### config.mk
export PLATFORM = sky130hd
export DESIGN_NAME = bis_divider
export DESIGN_NICKNAME = d
export VERILOG_FILES = /design/src/bis_pkg.sv /design/src/bis_divider.sv
export SDC_FILE = /design/constraint.sdc
export NUM_CORES = 1
export LEC_CHECK = 0
export ABC_AREA = 1
export BUFFER_PORTS_ARGS = -buffer_cell sky130_fd_sc_hd__buf_2
export CORE_UTILIZATION = 40
export CTS_CLUSTER_SIZE = 30
export DETAILED_ROUTE_END_ITERATION = 10
export PLACE_DENSITY_LB_ADDON = 0.1
export SLEW_MARGIN = 20
export SYNTH_ARGS = -nofsm -noshare
export SYNTH_HDL_FRONTEND = slang
export SYNTH_SLANG_ARGS = --single-unit
### constraint.sdc
create_clock -name clock -period 4.07 [get_ports clock]
set_clock_uncertainty 0.1 [all_clocks]
set_input_delay 0.2035 -clock clock [delete_from_list [all_inputs] [get_ports clock]]
set_output_delay 0.2035 -clock clock [all_outputs]
set_load 0.02 [all_outputs]
### src/bis_pkg.sv
package bis_pkg;

   localparam int MAX_IN_WIDTH  = 256;
   localparam int MAX_IN_HEIGHT = 256;
   localparam int MAX_OUT_DIM   = 4096;
   localparam int CHANNELS      = 3;

   localparam int POS_BITS  = 12;
   localparam int CHAN_BITS = 8;
   localparam int PIX_BITS  = CHANNELS * CHAN_BITS;
   localparam int CSR_BITS  = 13;
   localparam int IDX_BITS  = 2;

   // saturated dimension widths
   localparam int IW_BITS = $clog2(MAX_IN_WIDTH + 1);
   localparam int IH_BITS = $clog2(MAX_IN_HEIGHT + 1);
   localparam int OD_BITS = $clog2(MAX_OUT_DIM + 1);

   localparam int ROW_BITS = ($clog2(MAX_IN_HEIGHT) < 2) ? 2 : $clog2(MAX_IN_HEIGHT);
   localparam int COL_BITS = ($clog2(MAX_IN_WIDTH) < 2) ? 2 : $clog2(MAX_IN_WIDTH);

   // quotient bits per divider: covers both pixel values and source indices
   localparam int QB_RC   = (ROW_BITS > COL_BITS) ? ROW_BITS : COL_BITS;
   localparam int QB      = (QB_RC > CHAN_BITS) ? QB_RC : CHAN_BITS;
   localparam int DVW     = QB + OD_BITS;

   localparam int BANK_ADDR_BITS = ROW_BITS + COL_BITS - 2;
   localparam int BANK_DEPTH     = 2 ** BANK_ADDR_BITS;

   localparam logic OP_LOAD    = 1'b0;
   localparam logic OP_COMPUTE = 1'b1;

   localparam logic [IDX_BITS-1:0] CSR_IN_WIDTH   = 2'd0;
   localparam logic [IDX_BITS-1:0] CSR_IN_HEIGHT  = 2'd1;
   localparam logic [IDX_BITS-1:0] CSR_OUT_WIDTH  = 2'd2;
   localparam logic [IDX_BITS-1:0] CSR_OUT_HEIGHT = 2'd3;

   typedef struct packed {
      logic                 operation;
      logic [POS_BITS-1:0]  row;
      logic [POS_BITS-1:0]  col;
      logic [CHAN_BITS-1:0] red_in;
      logic [CHAN_BITS-1:0] green_in;
      logic [CHAN_BITS-1:0] blue_in;
   } req_type;

   typedef struct packed {
      logic [CHAN_BITS-1:0] red_out;
      logic [CHAN_BITS-1:0] green_out;
      logic [CHAN_BITS-1:0] blue_out;
   } rsp_type;

   typedef struct packed {
      logic                 wr;
      logic [ROW_BITS-1:0]  wr_row;
      logic [COL_BITS-1:0]  wr_col;
      logic [PIX_BITS-1:0]  wr_pixel;
      logic [ROW_BITS-1:0]  rd_r0;
      logic [ROW_BITS-1:0]  rd_r1;
      logic [COL_BITS-1:0]  rd_c0;
      logic [COL_BITS-1:0]  rd_c1;
   } store_req_type;

   typedef struct packed {
      logic [PIX_BITS-1:0] p00;
      logic [PIX_BITS-1:0] p10;
      logic [PIX_BITS-1:0] p01;
      logic [PIX_BITS-1:0] p11;
   } quad_type;

   // 0 reads as 1, anything above the maximum reads as the maximum
   function automatic logic [15:0] sat_dim(input logic [15:0] v, input int maxv);
      logic [15:0] r;
      if (v == 16'd0) begin
         r = 16'd1;
      end else if (int'(v) > maxv) begin
         r = 16'(maxv);
      end else begin
         r = v;
      end
      return r;
   endfunction

endpackage

### src/bis_divider.sv
// Restoring divider, one quotient bit per stage. The user must hold the divisor static; the block does not enforce it.
module bis_divider (
   input  logic                        clock,
   input  logic                        en,
   input  logic [bis_pkg::DVW-1:0]     dividend,
   input  logic [bis_pkg::OD_BITS-1:0] divisor,
   output logic [bis_pkg::QB-1:0]      quotient,
   output logic [bis_pkg::OD_BITS-1:0] remainder
);

   logic [bis_pkg::DVW-1:0] rem_ff [bis_pkg::QB];
   logic [bis_pkg::QB-1:0]  quo_ff [bis_pkg::QB];

   for (genvar i = 0; i < bis_pkg::QB; i++) begin : g_stage
      logic [bis_pkg::DVW-1:0] rem_prev;
      logic [bis_pkg::QB-1:0]  quo_prev;
      logic [bis_pkg::DVW-1:0] trial;
      logic [bis_pkg::DVW-1:0] rem_in;
      logic [bis_pkg::QB-1:0]  quo_in;
      logic                    ge;

      if (i == 0) begin : g_first
         assign rem_prev = dividend;
         assign quo_prev = '0;
      end else begin : g_next
         assign rem_prev = rem_ff[i-1];
         assign quo_prev = quo_ff[i-1];
      end

      assign trial = bis_pkg::DVW'(divisor) << (bis_pkg::QB - 1 - i);
      assign ge    = (rem_prev >= trial);

      always_comb begin
         rem_in = ge ? (rem_prev - trial) : rem_prev;
         quo_in = quo_prev;
         quo_in[bis_pkg::QB-1-i] = ge;
      end

      always_ff @(posedge clock) begin
         if (en) begin
            rem_ff[i] <= rem_in;
            quo_ff[i] <= quo_in;
         end
      end
   end

   assign quotient  = quo_ff[bis_pkg::QB-1];
   assign remainder = rem_ff[bis_pkg::QB-1][bis_pkg::OD_BITS-1:0];

endmodule

== Word-level counts from Yosys, hierarchy flattened ==
Memories as Yosys holds them, arrays and structs flattened.
Index checks and enable logic that the tools add are counted.

* Register bits after elaboration: 0
* Bits in writable memories: 232
* Memories: 2
* Memory bits (read-only): 0
* Bits in latches: 0
* Bits of input ports: 36

* Bitwise gates (word level): 0
* Equality and inequality tests: 0
* Shifts and indexed selects: 0
* Multiply operators: 0
* Muxes and demuxes: 10
* Add/sub/neg operators: 8
* Divide/modulo/power cells: 0
* Order comparisons: 8
* Reduce and logical (&&, ||, !) cells: 0

{| class="wikitable"
|+ Memory list
! memory !! depth !! width !! read ports !! clocked after Yosys merged registers in !! write ports !! line !! text
|-
| rem_ff || 8 || 21 || 8 || 0 || 8 || bis_divider.sv:11 || <nowiki>logic [bis_pkg::DVW-1:0] rem_ff [bis_pkg::QB];</nowiki>
|-
| quo_ff || 8 || 8 || 8 || 0 || 8 || bis_divider.sv:12 || <nowiki>logic [bis_pkg::QB-1:0] quo_ff [bis_pkg::QB];</nowiki>
|}

{| class="wikitable"
|+ Operators with widths
! cell !! count
|-
| 21-bit two-way mux || 8
|-
| 21-bit by 13-bit >= comparator with 1-bit output || 1
|-
| 21-bit by 14-bit >= comparator with 1-bit output || 1
|-
| 21-bit by 15-bit >= comparator with 1-bit output || 1
|-
| 21-bit by 16-bit >= comparator with 1-bit output || 1
|-
| 21-bit by 17-bit >= comparator with 1-bit output || 1
|-
| 21-bit by 18-bit >= comparator with 1-bit output || 1
|-
| 21-bit by 19-bit >= comparator with 1-bit output || 1
|-
| 21-bit by 20-bit >= comparator with 1-bit output || 1
|-
| 21-bit by 13-bit subtractor with 21-bit output || 1
|-
| 21-bit by 14-bit subtractor with 21-bit output || 1
|-
| 21-bit by 15-bit subtractor with 21-bit output || 1
|-
| 21-bit by 16-bit subtractor with 21-bit output || 1
|-
| 21-bit by 17-bit subtractor with 21-bit output || 1
|-
| 21-bit by 18-bit subtractor with 21-bit output || 1
|-
| 21-bit by 19-bit subtractor with 21-bit output || 1
|-
| 21-bit by 20-bit subtractor with 21-bit output || 1
|-
| 1-bit two-way mux || 2
|}

== Depth between registers and ports, before layout ==
An unclocked memory read counts as a cell.

* Word-level depth: 3
* Gate-level depth with buffers: 14
* Mapped depth without buffers: 14

== Worst setup path after synthesis ==
Ideal clock, no wire load.

* Kind: flip-flop to flip-flop
* Start: memory rem_ff[1][22] in the netlist's numbering
* End: memory rem_ff[1][48] in the netlist's numbering (data pin)
* Setup slack: 1,904 ps
* Period minus slack after synthesis: 2,166 ps
* Stages on the path, launching flop included: 12
* Data required time: 3,712 ps
* Buffers on the path: 1
* Setup time: 258 ps
* Data arrival time: 1,808 ps
* Path through: edfxtp_1 -> inv_1 -> ha_1 -> inv_1 -> fa_1 -> nand3_1 -> nand3_2 -> nand3_1 -> nand3_2 -> a21oi_4 -> buf_6 -> o21ai_1

{| class="wikitable"
|+ RTL lines
! element !! line
|-
| start, declared || bis_divider.sv:11
|}

==> run_results.csv <==
group,metric,value,unit
timing,setup_violations,0,
worst_setup_path,critPathLaunchType,"register",
synth,synthTopCellsByArea,"edfxtp_1 (40%), nand2_1 (17%), ha_1 (8.8%)",
synth,synth_top_cell_by_area,"edfxtp_1",
cells_and_area,mostFrequentLayoutCell,"nand2_1",
floorplan,core_area,36500,µm²
synth,async_reset_ff_share,0,%
timing,fin_crit,2780,ps
floorplan,pin_count,57,
timing,slew_headroom,48.8,%
status,outcome,"finished, final reports clean",
synth,yosysUniqueCellTypes,43,
synth,synth_top_area_share,39.7,%
worst_hold_path,holdPathStages,3,
floorplan,rows,70,
global_routing,grt_pass1_wl,64900,µm
routing,ant_nets,0,
cells_and_area,antenna_cells,0,
cts,max-clock-path-buffers,2,
worst_setup_path,slowest_stage,"edfxtp_1",
synth,synthFlopType,"edfxtp_1",
cts,clock-sinks,196,
pwr,peakVddDrop,0.000345,V
worst_setup_path,cp_num_buf_inv,3,
routing,drt_wl_total,41000,µm
floorplan,die_x,194,µm
global_routing,grt_max_degree,107,
worst_setup_path,crit_path_frequent_cell,"nand2_1",
cts,root_buffer,"clkbuf_16",
cts,cts_tree,"built",
cts,clk_latency,470,ps
worst_setup_path,cpPeakStageDelay,480,ps
synth,syn_avg_cell_area,7.68,µm²
timing,holdWs,53.5,ps
synth,yosys_warnings,0,
synth,syn_inst,1931,
timing,tns,0,ps
cells_and_area,fin_nets,2158,
worst_setup_path,critPathTopFamily,"simple AND/OR/NAND/NOR gates",
global_routing,overflow,0,
cells_and_area,regArea,5890,µm²
global_routing,antenna_found_initial,0,
floorplan,floorplan.initialDensity,40.6,%
routing,routedWlPerCell,16.5,µm
worst_setup_path,cp.arrival,2880,ps
synth,syn-cell-area,14800,µm²
pwr,p_leak,7.72,nW
routing,first_pass_iters,5,
pwr,power,9.62,mW
cts,cts_buffers,17,
global_routing,grt_usage,22.3,%
cts,clkTransAtPathRegs,90,ps
floorplan,dieArea,37800,µm²
synth,ys_ff_latch,196,
timing,rsz0062_at_grt,"no",
worst_setup_path,worst_ep_required_time,4170,ps
routing,drt_iter0_drc,758,
placement,post-dp-hpwl,31900,µm
placement,dpl.cell_count,2441,
timing,worst_slew_pin_slew,767,ps
worst_setup_path,worstRegToRegCells,12,
timing,fmax,360,MHz
synth,syn_nets,2079,
timing,final-hold-violation-count,0,
worst_setup_path,worst_setup_path_end_kind,"register",
synth,yosysSeqAreaShare,39.7,%
cells_and_area,layout_common_cells,"nand2_1 (673), inv_1 (232), edfxtp_1 (196)",
timing,worst_slack,1290,ps
placement,gp_congestion,0.934,
placement,portBuffers,56,
timing,slew_violations,0,
placement,pre_cts_slack,953,ps
worst_setup_path,crit_cells,12,
cells_and_area,stdcell_count,2491,
worst_hold_path,hp-class,"in -> reg",
cells_and_area,nFillCells,3663,
routing,via_per_inst,5.05,
synth,synth_edf_count,196,
worst_setup_path,path_max_fanout,20,
pwr,power_density,587,nW/µm²
timing,fin_crit_sh,68.3,%
routing,drc_errors,0,
worst_setup_path,crit_path_cell_trace,"ha_1 -> nand2_1 -> inv_1 -> nand2_2 -> nor2_2 -> nand3_1 -> nand2_1 -> inv_1 -> nand2_2 -> inv_1 -> nand2_1 -> nand2_1",
job,maxCapViolations,0,
cts,htreeDepth,4,
global_routing,first_global_vias,11996,
floorplan,die_y,194,µm
routing,num_vias,12573,
cts,cts_setup_buffers,0,
cells_and_area,multi_input_area,7800,µm²
worst_setup_path,critical_path_class,"reg -> reg",
cells_and_area,drive_gt1_share,9.14,%
cells_and_area,synthToLayoutAreaGrowth,10.5,%
cts,cts_resized,0,
-- path summary, 6_finish.rpt --
check                                    from             to  slack, ps
worst max-delay path            rem_ff[0][56]  rem_ff[0][78]       1290
worst min-delay path             dividend[20]  rem_ff[0][20]         50
worst max register to register  rem_ff[0][56]  rem_ff[0][78]       1290
worst min register to register  quo_ff[1][11]  quo_ff[1][19]        320
-- registers in the layout, indices dropped and copies added (netlist names) --
name / count
quo_ff: 36
rem_ff: 160
-- worst reg2reg max path: cells and delay by family (launching register included) --
family | cells | cell delay [ps]
buffers and inverters | 3 | 480
adder cells (fa/ha/maj) | 1 | 470
AND/OR/NAND/NOR | 8 | 990
flip-flops | 1 | 480
-- metrics by stage --
stage          area, µm²  utilization, %
2_1_floorplan      14800               -
3_3_place_gp       15500            42.6
3_5_place_dp       15500            42.6
4_1_cts            16400            44.8
5_1_grt            16400            44.8
6_report           16400            44.8
-- power by group --
group	switching [mW]	internal (mW)
Sequential	0.399	2.96
Combinational	2.85	1.57
Clock	0.967	0.862
Total	4.22	5.40
-- cell type report --
cell class | instances | share of cell area [%]
Multi-Input combinational cell | 1469 | 47.6
Sequential cell | 196 | 35.9
Inverter | 246 | 5.67
Tap cell | 468 | 3.58
Timing Repair Buffer | 80 | 3.22
Clock buffer | 17 | 2.60
Clock inverter | 15 | 1.36
-- cell usage after synthesis, types with 3 or more instances --
master,number
nand2_1,673
inv_1,232
edfxtp_1,196
nor2_1,177
nand3_1,142
ha_1,104
a21oi_1,73
o21ai_0,48
xor2_1,40
nand2_2,31
nand4_1,31
xnor2_1,20
nand3b_1,17
nor3_1,16
a21oi_2,13
buf_6,13
inv_2,11
and2_1,10
o21ai_1,10
o21bai_1,10
o21ai_2,9
fa_1,8
nor2_2,8
a21o_1,4
and3_1,4
nand3_2,4
buf_2,3
buf_4,3
-- layer usage --
metal	vias to the layer above	global-route usage, %	wire (µm)
li1	6482	-	-
met1	5817	29.0	19100
met2	238	38.3	19700
met3	36	2.85	1480
met4	0	6.82	815
met5	-	0	0
-- logic make-up after synthesis --
| family | count (synthesis) | synth area share [%] |
|---|---|---|
| DFF | 196 | 39.7 |
| adders and majority gates | 112 | 9.86 |
| AOI/OAI and AO/OA | 170 | 6.64 |
| xor gates and xnor gates | 60 | 3.55 |
| buffers and inverters | 266 | 7.64 |
| and+or+nand+nor | 1127 | 32.6 |
-- timing repair --
item	in CTS	in global routing
endpoints found under the hold margin	18	0
hold buffers	18	0
setup endpoints to repair	0	0
Note: power is estimated with default switching activity, not from simulation.
